`src/hmrs_pkg.sv`:
```
// Shared types and constants for the height-map relief shading block.
package hmrs_pkg;

    // Field and register widths
    localparam int CH_W   = 8;
    localparam int NUM_CH = 3;
    localparam int LW_W   = 12;
    localparam int GAIN_W = 16;
    localparam int CFG_IDX_W = 1;

    // Register indexes on the configuration port
    localparam logic [CFG_IDX_W-1:0] REG_LINE_WIDTH = 1'b0;
    localparam logic [CFG_IDX_W-1:0] REG_GAIN       = 1'b1;

    // Register reset values
    localparam logic [LW_W-1:0]   LW_RESET   = 12'd640;
    localparam logic [GAIN_W-1:0] GAIN_RESET = 16'd1044;

    // Input word commands
    localparam logic CMD_PIXEL = 1'b0;
    localparam logic CMD_DRAIN = 1'b1;

    // Store word layout: blue, green, red, then height
    localparam int STORE_W = NUM_CH * CH_W + CH_W;

    // Division of the shading product by 2048 * 255.
    // Low bits drop by shift, the rest is divided by 255 via reciprocal.
    localparam int              LOW_BITS    = 11;
    localparam int              BIAS_Q      = 2048;
    localparam int              BIAS_A      = BIAS_Q * 255;
    localparam int              A_W         = 20;
    localparam int              Q_W         = 12;
    localparam int              RECIP_W     = 21;
    localparam logic [RECIP_W-1:0] RECIP    = 21'd1052689;
    localparam int              RECIP_SHIFT = 28;
    localparam int              PROD_Q_W    = A_W + RECIP_W;
    // Half of the divisor, split into the /255 remainder and the low bits
    localparam logic [CH_W-1:0]     HALF_REM_HI = 8'd127;
    localparam logic [LOW_BITS-1:0] HALF_REM_LO = 11'd1024;

    // Controller to datapath commands
    typedef struct packed {
        logic take;
        logic ld_gain;
        logic ld_mulm;
        logic ld_divq;
        logic ld_fix;
        logic ld_out;
        logic sel_raw;
    } cmd_t;

    // Datapath to controller status
    typedef struct packed {
        logic drain;
        logic result;
        logic out_free;
    } stat_t;

endpackage

```
`src/hmrs_ctrl.sv`:
```
// Sequencing state machine for the relief shading block.
module hmrs_ctrl (
    input  logic              clk,
    input  logic              rst_n,
    input  logic              in_valid,
    output logic              in_stall,
    input  hmrs_pkg::stat_t   stat,
    output hmrs_pkg::cmd_t    cmd
);

    typedef enum logic [5:0] {
        ST_IDLE = 6'b000001,
        ST_GAIN = 6'b000010,
        ST_MULM = 6'b000100,
        ST_DIVQ = 6'b001000,
        ST_FIX  = 6'b010000,
        ST_EMIT = 6'b100000
    } state_t;

    state_t state_reg;
    state_t state_next;
    logic   drain_reg;
    logic   drain_next;
    logic   take;

    assign take     = (state_reg == ST_IDLE) && in_valid;
    assign in_stall = (state_reg != ST_IDLE);

    // Choose the next state
    always_comb
    begin
        state_next = state_reg;
        drain_next = drain_reg;
        unique case (state_reg)
            ST_IDLE:
            begin
                if (take)
                begin
                    if (stat.drain)
                    begin
                        drain_next = 1'b1;
                        state_next = ST_EMIT;
                    end
                    else if (stat.result)
                    begin
                        drain_next = 1'b0;
                        state_next = ST_GAIN;
                    end
                end
            end
            ST_GAIN: state_next = ST_MULM;
            ST_MULM: state_next = ST_DIVQ;
            ST_DIVQ: state_next = ST_FIX;
            ST_FIX:  state_next = ST_EMIT;
            ST_EMIT:
            begin
                if (stat.out_free)
                begin
                    state_next = ST_IDLE;
                end
            end
            default: state_next = ST_IDLE;
        endcase
    end

    // Hold state
    always_ff @(posedge clk or negedge rst_n)
    begin
        if (!rst_n)
        begin
            state_reg <= ST_IDLE;
            drain_reg <= 1'b0;
        end
        else
        begin
            state_reg <= state_next;
            drain_reg <= drain_next;
        end
    end

    // Drive datapath commands
    always_comb
    begin
        cmd.take    = take;
        cmd.ld_gain = (state_reg == ST_GAIN);
        cmd.ld_mulm = (state_reg == ST_MULM);
        cmd.ld_divq = (state_reg == ST_DIVQ);
        cmd.ld_fix  = (state_reg == ST_FIX);
        cmd.ld_out  = (state_reg == ST_EMIT) && stat.out_free;
        cmd.sel_raw = drain_reg;
    end

endmodule

```
`config.mk`:
```
export PLATFORM = sky130hd
export DESIGN_NAME = hmrs_ctrl
export DESIGN_NICKNAME = d
export VERILOG_FILES = /design/src/hmrs_pkg.sv /design/src/hmrs_ctrl.sv
export SDC_FILE = /design/constraint.sdc
export NUM_CORES = 1
export LEC_CHECK = 0
export ABC_AREA = 1
export BUFFER_PORTS_ARGS = -buffer_cell sky130_fd_sc_hd__buf_4
export CAP_MARGIN = 20
export CORE_AREA = 5 5 42 44
export DETAILED_ROUTE_END_ITERATION = 10
export DIE_AREA = 0 0 47 49
export PLACE_DENSITY = 0.65
export SLEW_MARGIN = 15
export SYNTH_ARGS = -nofsm -noshare
export SYNTH_HDL_FRONTEND = slang
export SYNTH_SLANG_ARGS = --single-unit
```
`constraint.sdc`:
```
create_clock -name clk -period 1.4 [get_ports clk]
set_input_delay 0.07 -clock clk [delete_from_list [all_inputs] [get_ports clk]]
set_output_delay 0.07 -clock clk [all_outputs]
set_load 0.03 [all_outputs]
```
======== Word level (Yosys, flattened, before mapping) ========
Index checks and enable logic that the tools add are counted.
word-level totals
  bits in registers ....................... 7
  input port bits ......................... 6
  output and inout bits ................... 8
cells by class
  equal/unequal tests ..................... 10
  multiplexer cells ....................... 7
  reductions and logical operators ........ 5
operators with widths
  cell                number
  $pmux 6 s6          1
  $mux 6              4
  $eq 6x1->1 const B  1
  $eq 6x2->1 const B  1
  $eq 6x3->1 const B  1
  $eq 6x4->1 const B  1
  $eq 6x5->1 const B  1
  $eq 6x6->1 const B  1
  $ne 6x1->1 const B  1
  $reduce_and 3->1    2
  $ne 2x2->1 const B  2
  $ne 3x3->1 const B  1
  $logic_and 1x1->1   2
  $mux 1              2
  $reduce_bool 2->1   1

======== Longest topological paths before layout ========
Gate-level depths: netlist of the first run.
  depth in word-level cells ............... 4
  mapped depth ............................ 7

======== Worst setup path before layout of the first run ========
Ideal clock, no wire load.
  path type ............................... reg-to-reg
  from .................................... reg state_reg[0]
  to ...................................... reg drain_reg
  arrival time ............................ 1.132 ns
  path slack .............................. 0.152 ns
  stages on the path, launching flop included .. 8
  buffers on the path ..................... 0
  period minus slack after synthesis ...... 1.248 ns
  cells stage by stage .................... dfstp_2 -> inv_1 -> nor2_4 -> nand3_4 -> nor2_4 -> o21ai_2 -> nand2_1 -> nand2_1
on the way
  longest elaborated chain between the ends .. 3
ends and longest elaborated chain
  item                               RTL line         text
  from (decl)                        hmrs_ctrl.sv:20  state_t state_reg;
  from (signal assigned)             hmrs_ctrl.sv:76  state_reg <= state_next;
  $eq 6x1->1                         hmrs_ctrl.sv:26  assign take = (state_reg == ST_IDLE) && in_valid;
  $logic_and 1x1->1                  hmrs_ctrl.sv:26
  net take                           hmrs_ctrl.sv:24  logic take;
  $reduce_and 3->1 (no source line)  --
  to (signal assigned)               hmrs_ctrl.sv:77  drain_reg <= drain_next;
  to (decl)                          hmrs_ctrl.sv:22  logic drain_reg;
The timed path passes the listed nets, and every way through them passes these cells.
A chain may end at the register's enable or synchronous reset.

==> impl_metrics.ini, run 1 <==
[sta]
max-slew-margin-rel = 0.866
rsz0062_at_grt = yes
hold_viol_final = 0
setup_viol_count_final = 0
period_needed_ns = 1.36
slew_violations = 0
worst_pin_slew_ns = 0.200
fmax_mhz = 737
fin_worst_skew_ns = 0.00232
period_share = 0.969

[routing]
routed_wl_um = 897
ant_nets = 0
drtIter0Drc = 4
via_per_inst = 4.25
post_drt_wl_per_cell_um = 9.44
first_pass_iters = 4
vias = 404
drc = 0

[critical_path]
crit_chain = inv_2 > nor2_4 > nand3_4 > nor2_4 > buf_6
critPathMaxStageDelay_ns = 0.54
cp-start-kind = register
end_kind = primary output
arrival_ns = 1.29
cp_common_cell = nor2_4
cp_max_fo = 5
worstSetupPathType = register to primary output
slowest_stage = dfstp_2
cp_data_required_time_ns = 1.33

[run_status]
outcome = finished, final reports clean

[pwr]
p_per_area_nw_per_um2 = 1950
total_power_uw = 1220
vdd_ir_drop_max_v = 0.00101
leakagePower_uw = 0.000373

[floorplanning]
start_util = 0.331
design.core.area_um2 = 1400
die_w_um = 47
die_area_um2 = 2300
die_y_um = 49
fp-row-count = 14
io_pins = 14

[cts]
clk_pin_slew_ns = 0.06
htreeDepth = 1
clock-root-buffer = clkbuf_4
clock_latency_ns = 0.25
cts_buffers = 3
clockBufferDepth = 2
cts_tree = built
cts.sinks = 7

[cells_and_area]
num_antenna_cells = 0
largest_reg_flops = 6
fin_nets = 86
fin_cells = 95
drive_gt1_frac = 0.392
fill_cells = 149
area_growth_pct = 35.0

[grt]
grt_pass1_vias = 428
grt-ovfl-total = 0
antenna_found_initial = 0
track_usage = 0.0894
grt_pass1_wl_mm = 1.53
grt_max_degree = 8

[logic_synthesis]
synth_top_area_frac = 0.323
synth_top_area_cell = dfrtp_1
synthTopCellsByCount = nor2_1, inv_1, nand2_1
synth_cell_type_count = 14
syn-num-nets = 67
synth_cells = 61
syn-cell-area_um2 = 464
ys_seq_area_frac = 0.380
synth-seq-cells = 7
synth_ff_type = dfrtp_1
synth_area_leaders = dfrtp_1, nor2_1, nor2_4
synth_edf_count = 0
ys_warn_count = 0
syn_area_per_cell_um2 = 7.61
ys_async_sr_fraction = 1.00
post-synth-top-count-cell = nor2_1

[hold_path]
min_path_type = input pin to register

[placement]
numPortBuffers = 13
dp_cells = 87
hpwl_um = 740
routabilityCongestion = 0.701

[run]
maxCapViolCount = 0
## final timing paths
path,startpoint,endpoint,slack [ns],cells past startpoint
setup / recovery,state_reg[0]$_DFFE_PN1P_,cmd[6],0.04,5
hold reg to reg,drain_reg$_DFFE_PN0P_,drain_reg$_DFFE_PN0P_,0.49,2
max in group asynchronous,rst_n,state_reg[0]$_DFFE_PN1P_,1.01,2
min in group asynchronous,rst_n,state_reg[3]$_DFFE_PN0P_,0.18,2
setup reg to reg,state_reg[0]$_DFFE_PN1P_,drain_reg$_DFFE_PN0P_,0.13,8
hold / removal,stat[2],state_reg[1]$_DFFE_PN0P_,0.02,2
## metal layers
metal,part of all wire,wire (um),track usage,vias to the layer above
met5,0,0,0,-
met4,0,0,0.0553,0
met3,0.030,27,0.0111,0
met2,0.58,521,0.163,8
met1,0.39,348,0.0876,184
li1,-,-,-,212
## worst max-delay path, delay by kind of cell (launching register included)
kind / cells / cell delay (ns)
DFF: 1 / 0.54
and+or+nand+nor: 3 / 0.31
buffers and inverters: 2 / 0.19
## placed cells by master, fill, tap and decap left out, types with 2 or more instances in the layout
| master | n |
|---|---|
| clkbuf_4 | 3 |
| inv_2 | 2 |
| nand3_1 | 5 |
| nand2_1 | 7 |
| nor2_1 | 15 |
| buf_4 | 15 |
| dfrtp_1 | 6 |
| nor2_4 | 6 |
| inv_1 | 12 |
## layout make-up
type                            instances  area [um^2]  share of cell area
Sequential cell                         7          176               0.281
Tap cell                               16         20.0              0.0319
Timing Repair Buffer                   17          134               0.214
Clock buffer                            4         26.3              0.0419
Multi-Input combinational cell         37          218               0.347
Inverter                               14         52.6              0.0838
## stage by stage
stage	hold slack [ns]	setup TNS [ns]	setup slack (ns)	area [um^2]	util
3_5_place_dp	-0.110	0	0.174	559	0.399
6_report	0.0154	0	0.0438	627	0.447
5_1_grt	0.0187	-0.0186	-0.00897	627	0.447
4_1_cts	0.00986	-0.00862	-0.00862	614	0.438
2_1_floorplan	-0.226	0	0.152	464	-
3_3_place_gp	-0.111	0	0.213	559	0.399
## logic make-up after synthesis
logic type | share of synthesized area
AOI/OAI and AO/OA | 0.0539
buffers and inverters | 0.162
DFF | 0.380
and+or+nand+nor | 0.404
## report_power, final
part	switching (uW)	internal, uW
combinational	416	299
sequential	54.7	269
clock	74.1	109
## repair_timing
item                       in CTS  in global routing
gates cloned                    0                  0
gates resized for setup         2                  1
setup buffers                   2                  1
pin swaps                       1                  1
hold endpoints to repair        7                  0
hold buffers                    1                  0
setup endpoints to repair       1                  5
Note: power is estimated with default switching activity, not from simulation.
==> run 2, diff against run 1 <==
CELL_PAD_IN_SITES_DETAIL_PLACEMENT = 1   (was not set)
CELL_PAD_IN_SITES_GLOBAL_PLACEMENT = 2   (was not set)
CORE_AREA = not set   (was 5 5 42 44)
CORE_MARGIN = 5   (was not set)
CORE_UTILIZATION = 26   (was not set)
DIE_AREA = not set   (was 0 0 47 49)
PLACE_DENSITY = 0.81   (was 0.65)
==> impl_metrics.ini, run 2 (synthesis results as in run 1) <==
[routing]
drc = 0
route.met3.wl_um = 53
top_layer_used = met3
routed_wl_mm = 1.01
drtIter0Drc = 5
post_drt_wl_per_cell_um = 9.71
wl_met2_um = 527
vias = 405
via_per_inst = 3.89
first_pass_iters = 2
wl_met1_um = 429
ant_nets = 0

[floorplanning]
fp-row-count = 15
io_pins = 14
start_util = 0.272
die_area_um2 = 2730
die_w_um = 52.3
die_y_um = 52.3
design.core.area_um2 = 1710

[grt]
grt-ovfl-total = 0
grt_pass1_vias = 441
grt_pass1_wl_mm = 1.79
antenna_found_initial = 0
track_usage = 0.0883
grt_max_degree = 8

[pwr]
leakagePower_uw = 0.000375
total_power_uw = 1240
p_per_area_nw_per_um2 = 1940
vdd_ir_drop_max_v = 0.000833

[cts]
htreeDepth = 1
clock_latency_ns = 0.25
clk_pin_slew_ns = 0.06
cts.sinks = 7
clock-root-buffer = clkbuf_4
clockBufferDepth = 2
cts_buffers = 3
cts_tree = built

[cells_and_area]
fill_cells = 213
largest_reg_flops = 6
final_cell_mix = nor2_1, buf_4, inv_1, nand2_1
fin_nets = 86
area_growth_pct = 37.7
drive_gt1_frac = 0.405
num_antenna_cells = 0

[run]
maxCapViolCount = 0

[critical_path]
reg2reg_depth = 8
reg2reg_to = drain_reg$_DFFE_PN0P_
cp_num_buf_inv = 3
end_kind = primary output
cp-start-kind = register
worstSetupPathType = register to primary output
rrSetupSlack_ns = 0.15
crit-reg2reg-launch = state_reg[0]$_DFFE_PN1P_
cp_max_fo = 4
arrival_ns = 1.27
critical-path-top-delay-family = flip-flops
crit_chain = buf_4 > nor2_4 > nand3_1 > inv_1 > buf_4
cp_data_required_time_ns = 1.33
critPathMaxStageDelay_ns = 0.53
cp_common_cell = buf_4
slowest_stage = dfstp_2

[sta]
max-slew-margin-rel = 0.854
fin_worst_skew_ns = 0.00271
rsz0062_at_grt = yes
slew_violations = 0
period_share = 0.958
period_needed_ns = 1.34
fmax_mhz = 746
setup_slack_ns = 0.0587
setup_viol_count_final = 0
hold_viol_final = 0
worst_pin_slew_ns = 0.219

[placement]
post-place-ws_ns = 0.162
numPortBuffers = 13
routabilityCongestion = 0.723
hpwl_um = 819

[hold_path]
min_path_type = input pin to register
hold_path_end = state_reg[1]$_DFFE_PN0P_
hp-start = stat[2]
hold_depth = 2

[run_status]
outcome = finished, final reports clean
[run 2: changes by cell type in the layout (fill, tap and decap cells not counted)]
cell      delta
clkbuf_1     -1
clkinv_2     +1
[run 2: power by group]
part | switching (uW) | leakage, uW | internal (uW)
logic | 430 | 0.000266 | 301
registers | 51.4 | 0.0000913 | 268
clock network | 85.7 | 0.0000177 | 105
[run 2: worst max-delay path by stage]
| stage | cells after the start | end | startpoint |
|---|---|---|---|
| after global routing | 5 | cmd[2] | state_reg[0]$_DFFE_PN1P_ |
| after floorplan | 7 | drain_reg$_DFFE_PN0P_ | state_reg[0]$_DFFE_PN1P_ |
| after detailed placement | 7 | drain_reg$_DFFE_PN0P_ | state_reg[0]$_DFFE_PN1P_ |
| after global placement | 7 | drain_reg$_DFFE_PN0P_ | state_reg[0]$_DFFE_PN1P_ |
| after CTS | 5 | cmd[6] | state_reg[0]$_DFFE_PN1P_ |
| final | 5 | cmd[3] | state_reg[0]$_DFFE_PN1P_ |
[run 2: what timing repair did]
action                                  4_1_cts  5_1_grt
buffers inserted                              3        0
pin swaps                                     2        2
hold endpoints to repair                      7        0
hold buffers                                  1        0
resized for setup                             2        1
endpoints found under the setup margin        1        6
[run 2: per-stage QoR]
stage	std cells	hold WS, ns	util	instance area [um^2]	setup TNS [ns]
after floorplan	61	-0.226	-	464	0
after global placement	96	-0.111	0.334	571	0
after detailed placement	96	-0.110	0.334	571	0
after CTS	104	0.00739	0.371	634	-0.00383
after global routing	104	0.0149	0.374	639	-0.0797
final	104	0.0143	0.374	639	0
[run 2: area by class of cell]
class                   instances  area, um^2  share of cell area
clock buffers                   3        22.5              0.0352
clock inverters                 1        5.00             0.00783
inverters                      14        52.6              0.0822
multi-input cells              37         218               0.341
flip-flops and latches          7         176               0.276
well taps                      25        31.3              0.0489
repair buffers                 17         134               0.209
[run 2: layer usage]
layer	GRT usage	vias to the layer above
li1	-	213
met1	0.103	183
met2	0.153	9
met3	0.0285	0
met4	0.0255	0
met5	0	-
